## src/design/dots_pkg.sv

```systemverilog
// Package: request codes, payload structs and cell control types for the scheduler.
`timescale 1ns / 1ps
package dots_pkg;
	localparam logic [2:0] REQ_ADD      = 3'd0;
	localparam logic [2:0] REQ_POLL     = 3'd1;
	localparam logic [2:0] REQ_COMPLETE = 3'd2;
	localparam logic [2:0] REQ_SUSPEND  = 3'd3;
	localparam logic [2:0] REQ_RESUME   = 3'd4;
	localparam logic [2:0] REQ_KILL     = 3'd5;

	localparam logic [2:0] OC_DELAY   = 3'd1;
	localparam logic [2:0] OC_SUSPEND = 3'd2;
	localparam logic [2:0] OC_CLOSE   = 3'd3;
	localparam logic [2:0] OC_YIELD   = 3'd4;

	localparam logic [1:0] KIND_FREE     = 2'd0;
	localparam logic [1:0] KIND_PERIODIC = 2'd1;
	localparam logic [1:0] KIND_ONCE     = 2'd2;

	typedef struct packed {
		logic [2:0]  req_type;
		logic [31:0] now;
		logic [3:0]  slot;
		logic [31:0] interval;
		logic        one_shot;
		logic [2:0]  outcome;
		logic [7:0]  delay_ticks;
		logic [15:0] next_state;
		logic        immediate;
	} req_t;

	typedef struct packed {
		logic        ok;
		logic [3:0]  out_slot;
		logic [31:0] run_count;
		logic [15:0] exec_state;
	} rsp_t;

	// Broadcast command to every list cell.
	typedef struct packed {
		logic        ins;     // insert key/tag into the sorted row
		logic        rem;     // remove entry whose tag matches
		logic [31:0] key;
		logic [7:0]  tag;
	} cell_cmd_t;
endpackage

```

## src/design/dots_cell.sv

```systemverilog
// One cell of the sorted deadline chain: holds a deadline key and slot tag.
`timescale 1ns / 1ps
module dots_cell (
	input  logic                clk,
	input  logic                arst_n,
	input  dots_pkg::cell_cmd_t cmd,
	// neighbour towards the head (left) and towards the tail (right)
	input  logic                l_valid,
	input  logic                l_goes,   // left cell keeps its entry above new key
	input  logic [31:0]         l_key,
	input  logic [7:0]          l_tag,
	input  logic                l_hit,    // removal point is left of here
	input  logic                r_valid,
	input  logic [31:0]         r_key,
	input  logic [7:0]          r_tag,
	output logic                valid,
	output logic                goes,
	output logic [31:0]         key,
	output logic [7:0]          tag,
	output logic                hit
);
	import dots_pkg::*;

	logic        valid_q;
	logic [31:0] key_q;
	logic [7:0]  tag_q;

	// Stay when stored key is at or before the new key (ties keep first-in order).
	assign goes  = valid_q && (cmd.key >= key_q);
	assign hit   = l_hit || (valid_q && tag_q == cmd.tag);
	assign valid = valid_q;
	assign key   = key_q;
	assign tag   = tag_q;

	// Shift right on insert, left on remove.
	always_ff @(posedge clk or negedge arst_n) begin
		if (!arst_n) begin
			valid_q <= 1'b0;
		end else if (cmd.ins) begin
			if (!goes) begin
				// take the new key if the left cell stays, else shift in a valid left entry
				valid_q <= l_goes || l_valid || valid_q;
				if (l_goes) begin
					key_q <= cmd.key;
					tag_q <= cmd.tag;
				end else if (l_valid) begin
					key_q <= l_key;
					tag_q <= l_tag;
				end
			end
		end else if (cmd.rem && hit) begin
			valid_q <= r_valid;
			key_q   <= r_key;
			tag_q   <= r_tag;
		end
	end
endmodule

```

## src/design/dots_chain.sv

```systemverilog
// Row of sorting cells forming the deadline-ordered list.
`timescale 1ns / 1ps
module dots_chain #(
	parameter int SLOTS = 16
) (
	input  logic                clk,
	input  logic                arst_n,
	input  dots_pkg::cell_cmd_t cmd,
	output logic                head_valid,
	output logic [31:0]         head_key,
	output logic [7:0]          head_tag,
	output logic                found
);
	import dots_pkg::*;

	logic              v [SLOTS+1];
	logic              g [SLOTS+1];
	logic [31:0]       k [SLOTS+1];
	logic [7:0]        t [SLOTS+1];
	logic              h [SLOTS+1];

	// Head boundary: the new key goes to cell 0 if it cannot stay behind anything.
	assign v[0] = 1'b0;
	assign g[0] = 1'b1;
	assign k[0] = '0;
	assign t[0] = '0;
	assign h[0] = 1'b0;

	for (genvar i = 0; i < SLOTS; i++) begin : g_cell
		logic              vo, go, ho;
		logic [31:0]       ko;
		logic [7:0]        to;
		logic              rv;
		logic [31:0]       rk;
		logic [7:0]        rt;
		if (i == SLOTS - 1) begin : g_tail
			assign rv = 1'b0;
			assign rk = '0;
			assign rt = '0;
		end else begin : g_mid
			assign rv = v[i+2];
			assign rk = k[i+2];
			assign rt = t[i+2];
		end
		dots_cell u_cell (
			.clk(clk), .arst_n(arst_n), .cmd(cmd),
			.l_valid(v[i]), .l_goes(g[i]), .l_key(k[i]), .l_tag(t[i]), .l_hit(h[i]),
			.r_valid(rv), .r_key(rk), .r_tag(rt),
			.valid(vo), .goes(go), .key(ko), .tag(to), .hit(ho)
		);
		assign v[i+1] = vo;
		assign g[i+1] = go;
		assign k[i+1] = ko;
		assign t[i+1] = to;
		assign h[i+1] = ho;
	end

	assign head_valid = v[1];
	assign head_key   = k[1];
	assign head_tag   = t[1];
	assign found      = h[SLOTS];
endmodule

```

## src/design/deadline_ordered_task_scheduler.sv

```systemverilog
// Top level: task slot store, request sequencer and sorted deadline chain.
// Sequence: a request is decoded in the cycle after acceptance and its result registered
// at the next edge into out_q; only one item is in work at a time.
// A new request is taken only after acceptance, the result register and the result
// handshake are all through; until then the input is not ready.
// Reset: arst_n clears every slot to free, empties the chain and drops any running task.
`timescale 1ns / 1ps
module deadline_ordered_task_scheduler #(
	parameter int SLOTS = 16
) (
	input  logic            clk,
	input  logic            arst_n,
	input  logic            in_valid,
	output logic            in_ready,
	input  dots_pkg::req_t  in_data,
	output logic            out_valid,
	input  logic            out_ready,
	output dots_pkg::rsp_t  out_data
);
	import dots_pkg::*;

	localparam int SW = (SLOTS > 1) ? $clog2(SLOTS) : 1;

	logic [31:0] deadline_q  [SLOTS];
	logic [31:0] period_q    [SLOTS];
	logic [31:0] runs_q      [SLOTS];
	logic [15:0] rstate_q    [SLOTS];
	logic [1:0]  kind_q      [SLOTS];
	logic        susp_q      [SLOTS];
	logic        run_valid_q;
	logic [SW-1:0] run_slot_q;
	logic [1:0]  pend_q;

	logic        busy_q;
	req_t        req_q;
	logic        out_valid_q;
	rsp_t        out_q;

	cell_cmd_t   cmd;
	logic        head_valid, found;
	logic [31:0] head_key;
	logic [7:0]  head_tag;

	dots_chain #(.SLOTS(SLOTS)) u_chain (
		.clk(clk), .arst_n(arst_n), .cmd(cmd),
		.head_valid(head_valid), .head_key(head_key), .head_tag(head_tag), .found(found)
	);

	assign in_ready  = !busy_q && !out_valid_q;
	assign out_valid = out_valid_q;
	assign out_data  = out_q;

	// Decode the held request against slot state.
	logic          free_any;
	logic [SW-1:0] free_idx;
	logic          slot_in;
	logic [SW-1:0] sidx;
	logic          slot_ok, is_per, is_run;
	logic [SW-1:0] hidx;
	logic          cl, sp;
	logic [1:0]    rkind;

	always_comb begin
		free_any = 1'b0;
		free_idx = '0;
		for (int i = 0; i < SLOTS; i++) begin
			if (kind_q[i] == KIND_FREE) begin
				free_any = 1'b1;
				free_idx = SW'(i);
			end
		end
	end

	assign slot_in = 32'(req_q.slot) < SLOTS;
	assign sidx    = SW'(req_q.slot);
	assign slot_ok = slot_in && kind_q[sidx] != KIND_FREE;
	assign is_per  = slot_in && kind_q[sidx] == KIND_PERIODIC;
	assign is_run  = run_valid_q && run_slot_q == sidx;
	assign hidx    = SW'(head_tag);
	assign cl      = req_q.outcome == OC_CLOSE || pend_q[1];
	assign sp      = req_q.outcome == OC_SUSPEND || pend_q[0];
	assign rkind   = kind_q[run_slot_q];

	rsp_t        rsp;
	logic [31:0] rdl;

	always_comb begin
		cmd = '0;
		rsp = '0;
		rdl = '0;
		unique case (req_q.req_type)
			REQ_ADD: begin
				if (free_any) begin
					cmd.ins = 1'b1;
					cmd.key = req_q.now + req_q.interval;
					cmd.tag = 8'(free_idx);
					rsp.ok = 1'b1;
					rsp.out_slot = 4'(free_idx);
				end
			end
			REQ_POLL: begin
				if (!run_valid_q && head_valid && req_q.now >= head_key) begin
					cmd.rem = 1'b1;
					cmd.tag = head_tag;
					rsp.ok = 1'b1;
					rsp.out_slot = 4'(head_tag);
					rsp.run_count = runs_q[hidx];
					rsp.exec_state = rstate_q[hidx];
				end
			end
			REQ_COMPLETE: begin
				if (run_valid_q) begin
					rsp.ok = 1'b1;
					rsp.out_slot = 4'(run_slot_q);
					cmd.tag = 8'(run_slot_q);
					if (req_q.outcome == OC_DELAY)
						rdl = deadline_q[run_slot_q] + 32'(req_q.delay_ticks);
					else if (req_q.outcome == OC_YIELD)
						rdl = req_q.now;
					else
						rdl = deadline_q[run_slot_q] + period_q[run_slot_q];
					cmd.key = rdl;
					if (!cl && !(rkind == KIND_PERIODIC && sp) &&
					    (req_q.outcome == OC_DELAY || req_q.outcome == OC_YIELD ||
					     rkind == KIND_PERIODIC))
						cmd.ins = 1'b1;
				end
			end
			REQ_SUSPEND: begin
				if (is_per && (is_run || (!susp_q[sidx] && !is_run))) begin
					rsp.ok = 1'b1;
					cmd.rem = !is_run;
					cmd.tag = 8'(sidx);
				end
			end
			REQ_RESUME: begin
				if (is_per && susp_q[sidx]) begin
					rsp.ok = 1'b1;
					cmd.ins = 1'b1;
					cmd.tag = 8'(sidx);
					cmd.key = req_q.now + (req_q.immediate ? 32'd0 : period_q[sidx]);
				end
			end
			REQ_KILL: begin
				if (slot_ok && (is_run || !susp_q[sidx])) begin
					rsp.ok = 1'b1;
					cmd.rem = !is_run;
					cmd.tag = 8'(sidx);
				end
			end
			default: ;
		endcase
		if (!busy_q) cmd = '0;
	end

	// Sequencer: take one item, apply it next cycle, hold the result.
	always_ff @(posedge clk or negedge arst_n) begin
		if (!arst_n) begin
			busy_q      <= 1'b0;
			out_valid_q <= 1'b0;
			run_valid_q <= 1'b0;
			run_slot_q  <= '0;
			pend_q      <= '0;
			for (int i = 0; i < SLOTS; i++) begin
				kind_q[i] <= KIND_FREE;
				susp_q[i] <= 1'b0;
			end
		end else begin
			if (out_valid_q && out_ready) out_valid_q <= 1'b0;
			if (in_valid && in_ready) begin
				req_q  <= in_data;
				busy_q <= 1'b1;
			end
			if (busy_q) begin
				busy_q      <= 1'b0;
				out_valid_q <= 1'b1;
				out_q       <= rsp;
				unique case (req_q.req_type)
					REQ_ADD: if (free_any) begin
						kind_q[free_idx]     <= req_q.one_shot ? KIND_ONCE : KIND_PERIODIC;
						period_q[free_idx]   <= req_q.interval;
						deadline_q[free_idx] <= req_q.now + req_q.interval;
						runs_q[free_idx]     <= '0;
						rstate_q[free_idx]   <= '0;
						susp_q[free_idx]     <= 1'b0;
					end
					REQ_POLL: if (rsp.ok) begin
						run_valid_q <= 1'b1;
						run_slot_q  <= hidx;
						pend_q      <= '0;
					end
					REQ_COMPLETE: if (run_valid_q) begin
						run_valid_q <= 1'b0;
						pend_q      <= '0;
						if (cl) begin
							kind_q[run_slot_q] <= KIND_FREE;
							susp_q[run_slot_q] <= 1'b0;
						end else if (rkind == KIND_PERIODIC && sp) begin
							susp_q[run_slot_q] <= 1'b1;
							if (req_q.outcome == OC_SUSPEND)
								rstate_q[run_slot_q] <= req_q.next_state;
						end else if (req_q.outcome == OC_DELAY ||
						             req_q.outcome == OC_YIELD) begin
							deadline_q[run_slot_q] <= rdl;
							rstate_q[run_slot_q]   <= req_q.next_state;
						end else if (rkind == KIND_PERIODIC) begin
							runs_q[run_slot_q]     <= runs_q[run_slot_q] + 32'd1;
							deadline_q[run_slot_q] <= rdl;
							rstate_q[run_slot_q]   <= '0;
						end else begin
							kind_q[run_slot_q] <= KIND_FREE;
						end
					end
					REQ_SUSPEND: if (rsp.ok) begin
						rstate_q[sidx] <= req_q.next_state;
						if (is_run) pend_q[0] <= 1'b1;
						else susp_q[sidx] <= 1'b1;
					end
					REQ_RESUME: if (rsp.ok) begin
						susp_q[sidx]     <= 1'b0;
						rstate_q[sidx]   <= req_q.next_state;
						deadline_q[sidx] <= cmd.key;
					end
					REQ_KILL: if (rsp.ok) begin
						if (is_run) pend_q[1] <= 1'b1;
						else kind_q[sidx] <= KIND_FREE;
					end
					default: ;
				endcase
			end
		end
	end

	// found is informational only for removal; tie it into nothing else.
	logic unused_found;
	assign unused_found = found;
endmodule

```

## config.mk

```make
export PLATFORM = sky130hd
export DESIGN_NAME = deadline_ordered_task_scheduler
export DESIGN_NICKNAME = d
export VERILOG_FILES = /design/src/design/dots_pkg.sv /design/src/design/dots_cell.sv /design/src/design/dots_chain.sv /design/src/design/deadline_ordered_task_scheduler.sv
export SDC_FILE = /design/constraint.sdc
export NUM_CORES = 2
export LEC_CHECK = 0
export BUFFER_PORTS_ARGS = -buffer_cell sky130_fd_sc_hd__buf_2
export CORE_AREA = 2 2 459 688
export DETAILED_ROUTE_END_ITERATION = 10
export DIE_AREA = 0 0 461 690
export PLACE_DENSITY_LB_ADDON = 0.2
export SLEW_MARGIN = 20
export SYNTH_ARGS = -nofsm -noshare
export SYNTH_HDL_FRONTEND = slang
export SYNTH_SLANG_ARGS = --single-unit
```

## constraint.sdc

```tcl
create_clock -name clk -period 22.9 [get_ports clk]
set_input_delay 1.145 -clock clk [delete_from_list [all_inputs] [get_ports clk]]
set_output_delay 1.145 -clock clk [all_outputs]
set_load 0.1 [all_outputs]
```

* Word-level counts from Yosys, hierarchy flattened
Memory sizes are Yosys's and may differ from the RTL's. A register that Yosys moved wholly into a read port is not among the register bits. Cells that the tools add are included.
Word-level totals: memories 4, output and inout port bits 55, memory bits (read-only) 0, bits in registers 866, word-level logic and storage cells 808, bits in latches 0, bits in writable memories 1792, input bits 104
Cells by class: reductions and logical operators 214, div/mod/pow operators 0, bitwise gates (word level) 19, shift-type cells 0, add/subtract/negate cells 5, magnitude comparators 23, mux-type cells 371, equality and inequality tests 73, multiply operators 0
Memory list:
- deadline_q | depth 16, bits a word 32, rd ports 1, clocked after memory_dff 0, wr ports 1, RTL line deadline_ordered_task_scheduler.sv:24 | logic [31:0] deadline_q [SLOTS];
- period_q | depth 16, bits a word 32, rd ports 2, clocked after memory_dff 1, wr ports 1, RTL line deadline_ordered_task_scheduler.sv:25 | logic [31:0] period_q [SLOTS];
- runs_q | depth 16, bits a word 32, rd ports 2, clocked after memory_dff 1, wr ports 1, RTL line deadline_ordered_task_scheduler.sv:26 | logic [31:0] runs_q [SLOTS];
- rstate_q | depth 16, bits a word 16, rd ports 1, clocked after memory_dff 1, wr ports 1, RTL line deadline_ordered_task_scheduler.sv:27 | logic [15:0] rstate_q [SLOTS];
Operators by type and width (count):
- $mux W32 | 95
- $mux W8 | 79
- $ge A32 B32 Y1 | 17
- $mux W16 | 12
- $pmux W32 S3 | 2
- $eq A8 B8 Y1 | 16
- $mux W1 | 123
- $mux W40 | 3
- $add A32 B32 Y32 | 3
- $reduce_or A32 Y1 | 3
- $mux W4 | 23
- $logic_and A1 B1 Y1 | 70
- $and A32 B32 Y32 | 2
- $not A32 Y32 | 2
- $pmux W16 S4 | 1
- $reduce_and A4 Y1 | 15
- $mux W53 | 1
- $ne A2 B2 Y1 const B | 26
- $logic_or A1 B1 Y1 | 51
- $and A16 B16 Y16 | 3
- $not A16 Y16 | 3
- $pmux W8 S6 | 1
- $ne A3 B1 Y1 const B | 15
- $mux W42 | 1
- 36 further kinds | 138

* Depth between registers and ports, before layout
depth in word-level cells 40, depth in mapped cells 47

* By module
A second synthesis with hierarchy kept.
Second synthesis, totals: cell total of the unflattened synthesis 10344, area total of the unflattened synthesis 142186.4 um^2
By module, submodules not included:
- deadline_ordered_task_scheduler | area each 94132.8 um^2, cells an instance 5302, sequential area each 59912.5 um^2, instances 1
- dots_cell | area each 3002.9 um^2, cells an instance 315, sequential area each 1226.2 um^2, instances 16
- dots_chain | area each 7.5 um^2, cells an instance 2, sequential area each 0.0 um^2, instances 1

* Worst setup path before layout
OpenSTA, ideal clock, no wires.
kind flip-flop to flip-flop, start point register run_slot_q[0], end point register u_chain.g_cell[4].u_cell.key_q[0] (enable), path slack 9.952 ns, arrival time 12.450 ns, period minus slack after synthesis 12.948 ns, stages on the path, launching flop included 47, library setup time 0.498 ns, cells stage by stage dfrtp_1 > buf_4 > buf_6 > buf_8 > buf_6 > buf_6 > buf_4 > buf_4 > buf_4 > buf_4 > buf_4 > buf_4 > buf_4 > buf_2 > buf_2 > mux4_2 > mux4_2 > ha_1 > [... 11 more ...] > and2_1 > clkbuf_1 > clkbuf_1 > ha_1 > a21oi_1 > nor2b_1 > o21ai_0 > nand2b_1 > a21oi_1 > nor2b_1 > o21ai_0 > nand2b_1 > a21oi_1 > o311ai_0 > o21ai_1 > clkbuf_1 > nand2_1 > a211oi_1
On the way: cells in the longest elaborated chain, start to end 18
Ends and longest elaborated chain:
- from (decl) | RTL line deadline_ordered_task_scheduler.sv:31 | logic [SW-1:0] run_slot_q;
- from (signal assigned) | RTL line deadline_ordered_task_scheduler.sv:189 | run_slot_q <= hidx;
- branches (longest 8 deep; another with $mem_v2 Z16 W32)
- $mux W42 * | RTL line deadline_ordered_task_scheduler.sv:153 | if (!busy_q) cmd = '0;
- branches (longest 8 deep; another with $ge A32 B32 Y1)
- $reduce_and A4 Y1 (no source line) *
- to (signal assigned) | RTL line dots_cell.sv:44 | key_q <= cmd.key;
- to (signal assigned) | RTL line dots_cell.sv:47 | key_q <= l_key;
- to (signal assigned) | RTL line dots_cell.sv:53 | key_q <= r_key;
- to (decl) | RTL line dots_cell.sv:25 | logic [31:0] key_q;
Every way passes the cells marked *. The select of a mux whose other input is x is not followed. A chain may end at the register's enable or synchronous reset.

* Worst setup path after layout
start point register run_slot_q[0], end point register u_chain.g_cell[12].u_cell.key_q[1] (enable)
On the way: cells in the longest elaborated chain, start to end 26
Ends and longest elaborated chain:
- branches (longest 8 deep; another with $mem_v2 Z16 W32)
- $mux W42 * | RTL line deadline_ordered_task_scheduler.sv:153
- $eq A8 B8 Y1 | RTL line dots_cell.sv:30 | assign hit = l_hit || (valid_q && tag_q == cmd.tag);
- $logic_and A1 B1 Y1 | RTL line dots_cell.sv:30
- $logic_or A1 B1 Y1 (12 in a row) | RTL line dots_cell.sv:30
- $logic_and A1 B1 Y1 | RTL line dots_cell.sv:51 | end else if (cmd.rem && hit) begin
- $reduce_bool A2 Y1 (no source line)
- $reduce_and A4 Y1 (no source line) *
- to (signal assigned) | RTL line dots_cell.sv:44
- to (signal assigned) | RTL line dots_cell.sv:47
- to (signal assigned) | RTL line dots_cell.sv:53
- to (decl) | RTL line dots_cell.sv:25
Marked as above.

==> results.json <==
{
  "start_util_pct": 44.90,
  "r2r_setup_slack_ps": 10070,
  "drive_above_1_share_pct": 18.48,
  "synth_top_family_by_area": "multiplexers",
  "antenna_left": 0,
  "vdd_drop_max_mv": 0.06776,
  "grt_pass1_wl_um": 608200,
  "post_dp_cell_area_um2": 146200,
  "cts-root-buf": "clkbuf_16",
  "drc": 0,
  "cp.arrival_ps": 13330,
  "final_area_um2": 155400,
  "finalCritPeriodShare_pct": 56.04,
  "clkLatencyLatePin_ps": 900,
  "fillerInstances": 26600,
  "ys_warn_count": 0,
  "core_area_um2": 311500,
  "slew_headroom_pct": 25.96,
  "synth_ff_type": "edfxtp_1",
  "synthXorXnorAreaFrac_pct": 1.478,
  "cts_resized": 0,
  "nets": 10960,
  "synth_seq_cells": 2666,
  "fin_skew_ps": 80.48,
  "synthSimpleGateAreaFrac_pct": 7.314,
  "leakage_uw": 0.05660,
  "yosysSeqAreaShare_pct": 56.92,
  "wire_per_inst_um": 28.31,
  "cts_tree": "done",
  "num_vias": 89780,
  "clk_path_buf_depth": 4,
  "hold_viol_final": 0,
  "grt_setup_unrepaired": "false",
  "die-area_um2": 318100,
  "start_kind": "flip-flop",
  "cp.required_ps": 23400,
  "synth.area.mux_share_pct": 16.30,
  "synth_enable_flop_cells": 2585,
  "routabilityCongestion": 0.9213,
  "htree_levels": 5,
  "synth_compound_area_share_pct": 8.858,
  "hold_slack_ps": 216.2,
  "synthTopCellsByArea": "edfxtp_1, mux4_2, ha_1",
  "drtIter0Drc": 9217,
  "rr_worst_depth": 36,
  "tightestPinTransition_ps": 1104,
  "grt_max_degree": 138,
  "crit_path_end_kind": "flip-flop",
  "hold_class": "input pin to async pin",
  "area_growth_pct": 11.10,
  "final_cell_mix": "edfxtp_1, mux4_2, nand2_1, o21ai_0, ha_1",
  "worstReg2RegEnd": "u_chain.g_cell[12].u_cell.key[1]",
  "grt_usage_pct": 25.70,
  "cap_viol_max_count": 0,
  "cts.sinks": 2666,
  "dr.pass1.iters": 6,
  "die_x_um": 461,
  "final_common_cell": "edfxtp_1",
  "clk_pin_slew_ps": 60,
  "cts_hold_buf": 0,
  "fin_tns_setup_ps": 0,
  "synth_cell_types": 94,
  "period_needed_ps": 12830,
  "synth_top_area_share_pct": 55.50,
  "syn_inst": 10110,
  "reg2reg_from": "run_slot_q[0]",
  "yosys.area.top_type": "edfxtp_1",
  "ios": 159,
  "cts_setup_buffers": 0,
  "finish.utilization_pct": 49.88,
  "numPortBuffers": 158,
  "hpwlAfterDp_um": 274000,
  "finalPower_uw": 11350,
  "slew_viol_final": 0,
  "outcome": "complete, no violations",
  "numCtsBuffers": 279,
  "max_stage_delay_ps": 1000,
  "grt_antenna_before_repair": 26,
  "grt_pass1_vias": 91520,
  "grt.overflow.total": 0,
  "slowest_stage": "o32ai_1",
  "worstSetupPathType": "flip-flop to flip-flop",
  "synth_area_per_cell_um2": 13.84,
  "setup_viol": 0,
  "path_max_fanout": 81,
  "fp.dieH_um": 690,
  "cellPowerDensity_nw_per_um2": 73.03,
  "rows": 251,
  "syn_area_um2": 139900,
  "fmax_mhz": 77.92,
  "viasPerCell": 6.152,
  "async_flop_share_pct": 2.738,
  "synthesis.nets": 10860,
  "drt_wl_total_um": 413100,
  "yosys.area_share.adder_pct": 5.836
}
-- logic make-up (layout without fill, tap and decap cells) --
family / after synthesis / count (layout)
buffers and inverters: 1165 / 1471
and+or+nand+nor: 2222 / 2222
adders and majority gates: 650 / 650
AOI/OAI and AO/OA: 2006 / 2006
DFF: 2666 / 2666
muxes: 1163 / 1163
xor gates and xnor gates: 236 / 236
other: 0 / 5
-- worst max path at each step --
stage / cells past startpoint / start / endpoint / slack [ps]
floorplan: 46 / run_slot_q[0] / u_chain.g_cell[4].u_cell.key[0] / 9950
global placement: 36 / run_slot_q[0] / u_chain.g_cell[12].u_cell.key[3] / 10120
detailed placement: 36 / run_slot_q[0] / u_chain.g_cell[12].u_cell.key[2] / 10120
CTS: 36 / run_slot_q[0] / u_chain.g_cell[12].u_cell.key[12] / 10040
global route: 34 / run_slot_q[0] / u_chain.g_cell[3].u_cell.key[13] / 9210
finish: 36 / run_slot_q[0] / u_chain.g_cell[12].u_cell.key[1] / 10070
-- stage by stage --
stage | instances | setup WS [ps]
after floorplan | 10110 | 9952
after global routing | 14590 | 9212
final | 14590 | 10070
after detailed placement | 14100 | 10120
after CTS | 14590 | 10040
after global placement | 14100 | 10120
-- synth_stat cells (67+ instances only) --
library cell	number
o21ai_0	663
nor2b_1	117
nand2b_1	83
clkbuf_1	439
nor3_1	108
a21oi_1	511
dfrtp_1	73
nand4_1	88
mux4_2	890
inv_1	571
mux2i_1	257
a211oi_1	74
edfxtp_1	2585
o22ai_1	67
nand3_1	163
nand2_1	826
and2_1	120
a21o_1	256
xnor2_1	126
ha_1	646
xor2_1	110
nor2_1	557
-- power by group --
part / internal, uW / switching, uW / leakage (uW)
Sequential: 5400 / 94.1 / 0.0241
Clock: 2680 / 1990 / 0.00445
Combinational: 449 / 739 / 0.0281
-- layer usage --
layer | part of all wire (%) | vias to the layer above | GRT usage (%)
met5 | 0 | - | 0
met4 | 4.6 | 0 | 10.71
met3 | 6.1 | 767 | 3.018
met2 | 51 | 3421 | 44.26
met1 | 39 | 46230 | 32.79
li1 | - | 39360 | -
-- final cells by class --
cell class | instances | area [um2] | area share [%]
flip-flops and latches | 2666 | 79650 | 51.26
multi-input cells | 6277 | 56440 | 36.32
clock buffers | 335 | 7443 | 4.790
well taps | 4174 | 5223 | 3.361
repair buffers | 409 | 2791 | 1.796
inverters | 572 | 2147 | 1.382
clock inverters | 155 | 1692 | 1.089
diodes | 5 | 12.51 | 0.008051
-- critical path: cells and delay by family (launching register included) --
| kind | cells | cell delay, ps |
|---|---|---|
| flip-flops | 1 | 860 |
| AO/OA/AOI/OAI | 16 | 4850 |
| AND/OR/NAND/NOR | 8 | 1300 |
| adder cells (fa/ha/maj) | 2 | 630 |
| buffers and inverters | 7 | 3200 |
| XOR/XNOR | 1 | 220 |
| multiplexers | 2 | 1150 |
-- state kept, by name (all words and copies together), names as in the netlist, named ones only --
name and cells:
deadline_q 512, period_q 512, runs_q 512, u_chain.g_cell.u_cell.key 512
rstate_q 256, u_chain.g_cell.u_cell.tag 128, req_q 96, out_data 53
kind_q 32, susp_q 16, u_chain.g_cell.u_cell.valid 16, run_slot_q 4
sidx 4, pend_q 2, busy_q 1, out_valid 1
run_valid_q 1
No activity file was read; power rests on OpenSTA's default activity.
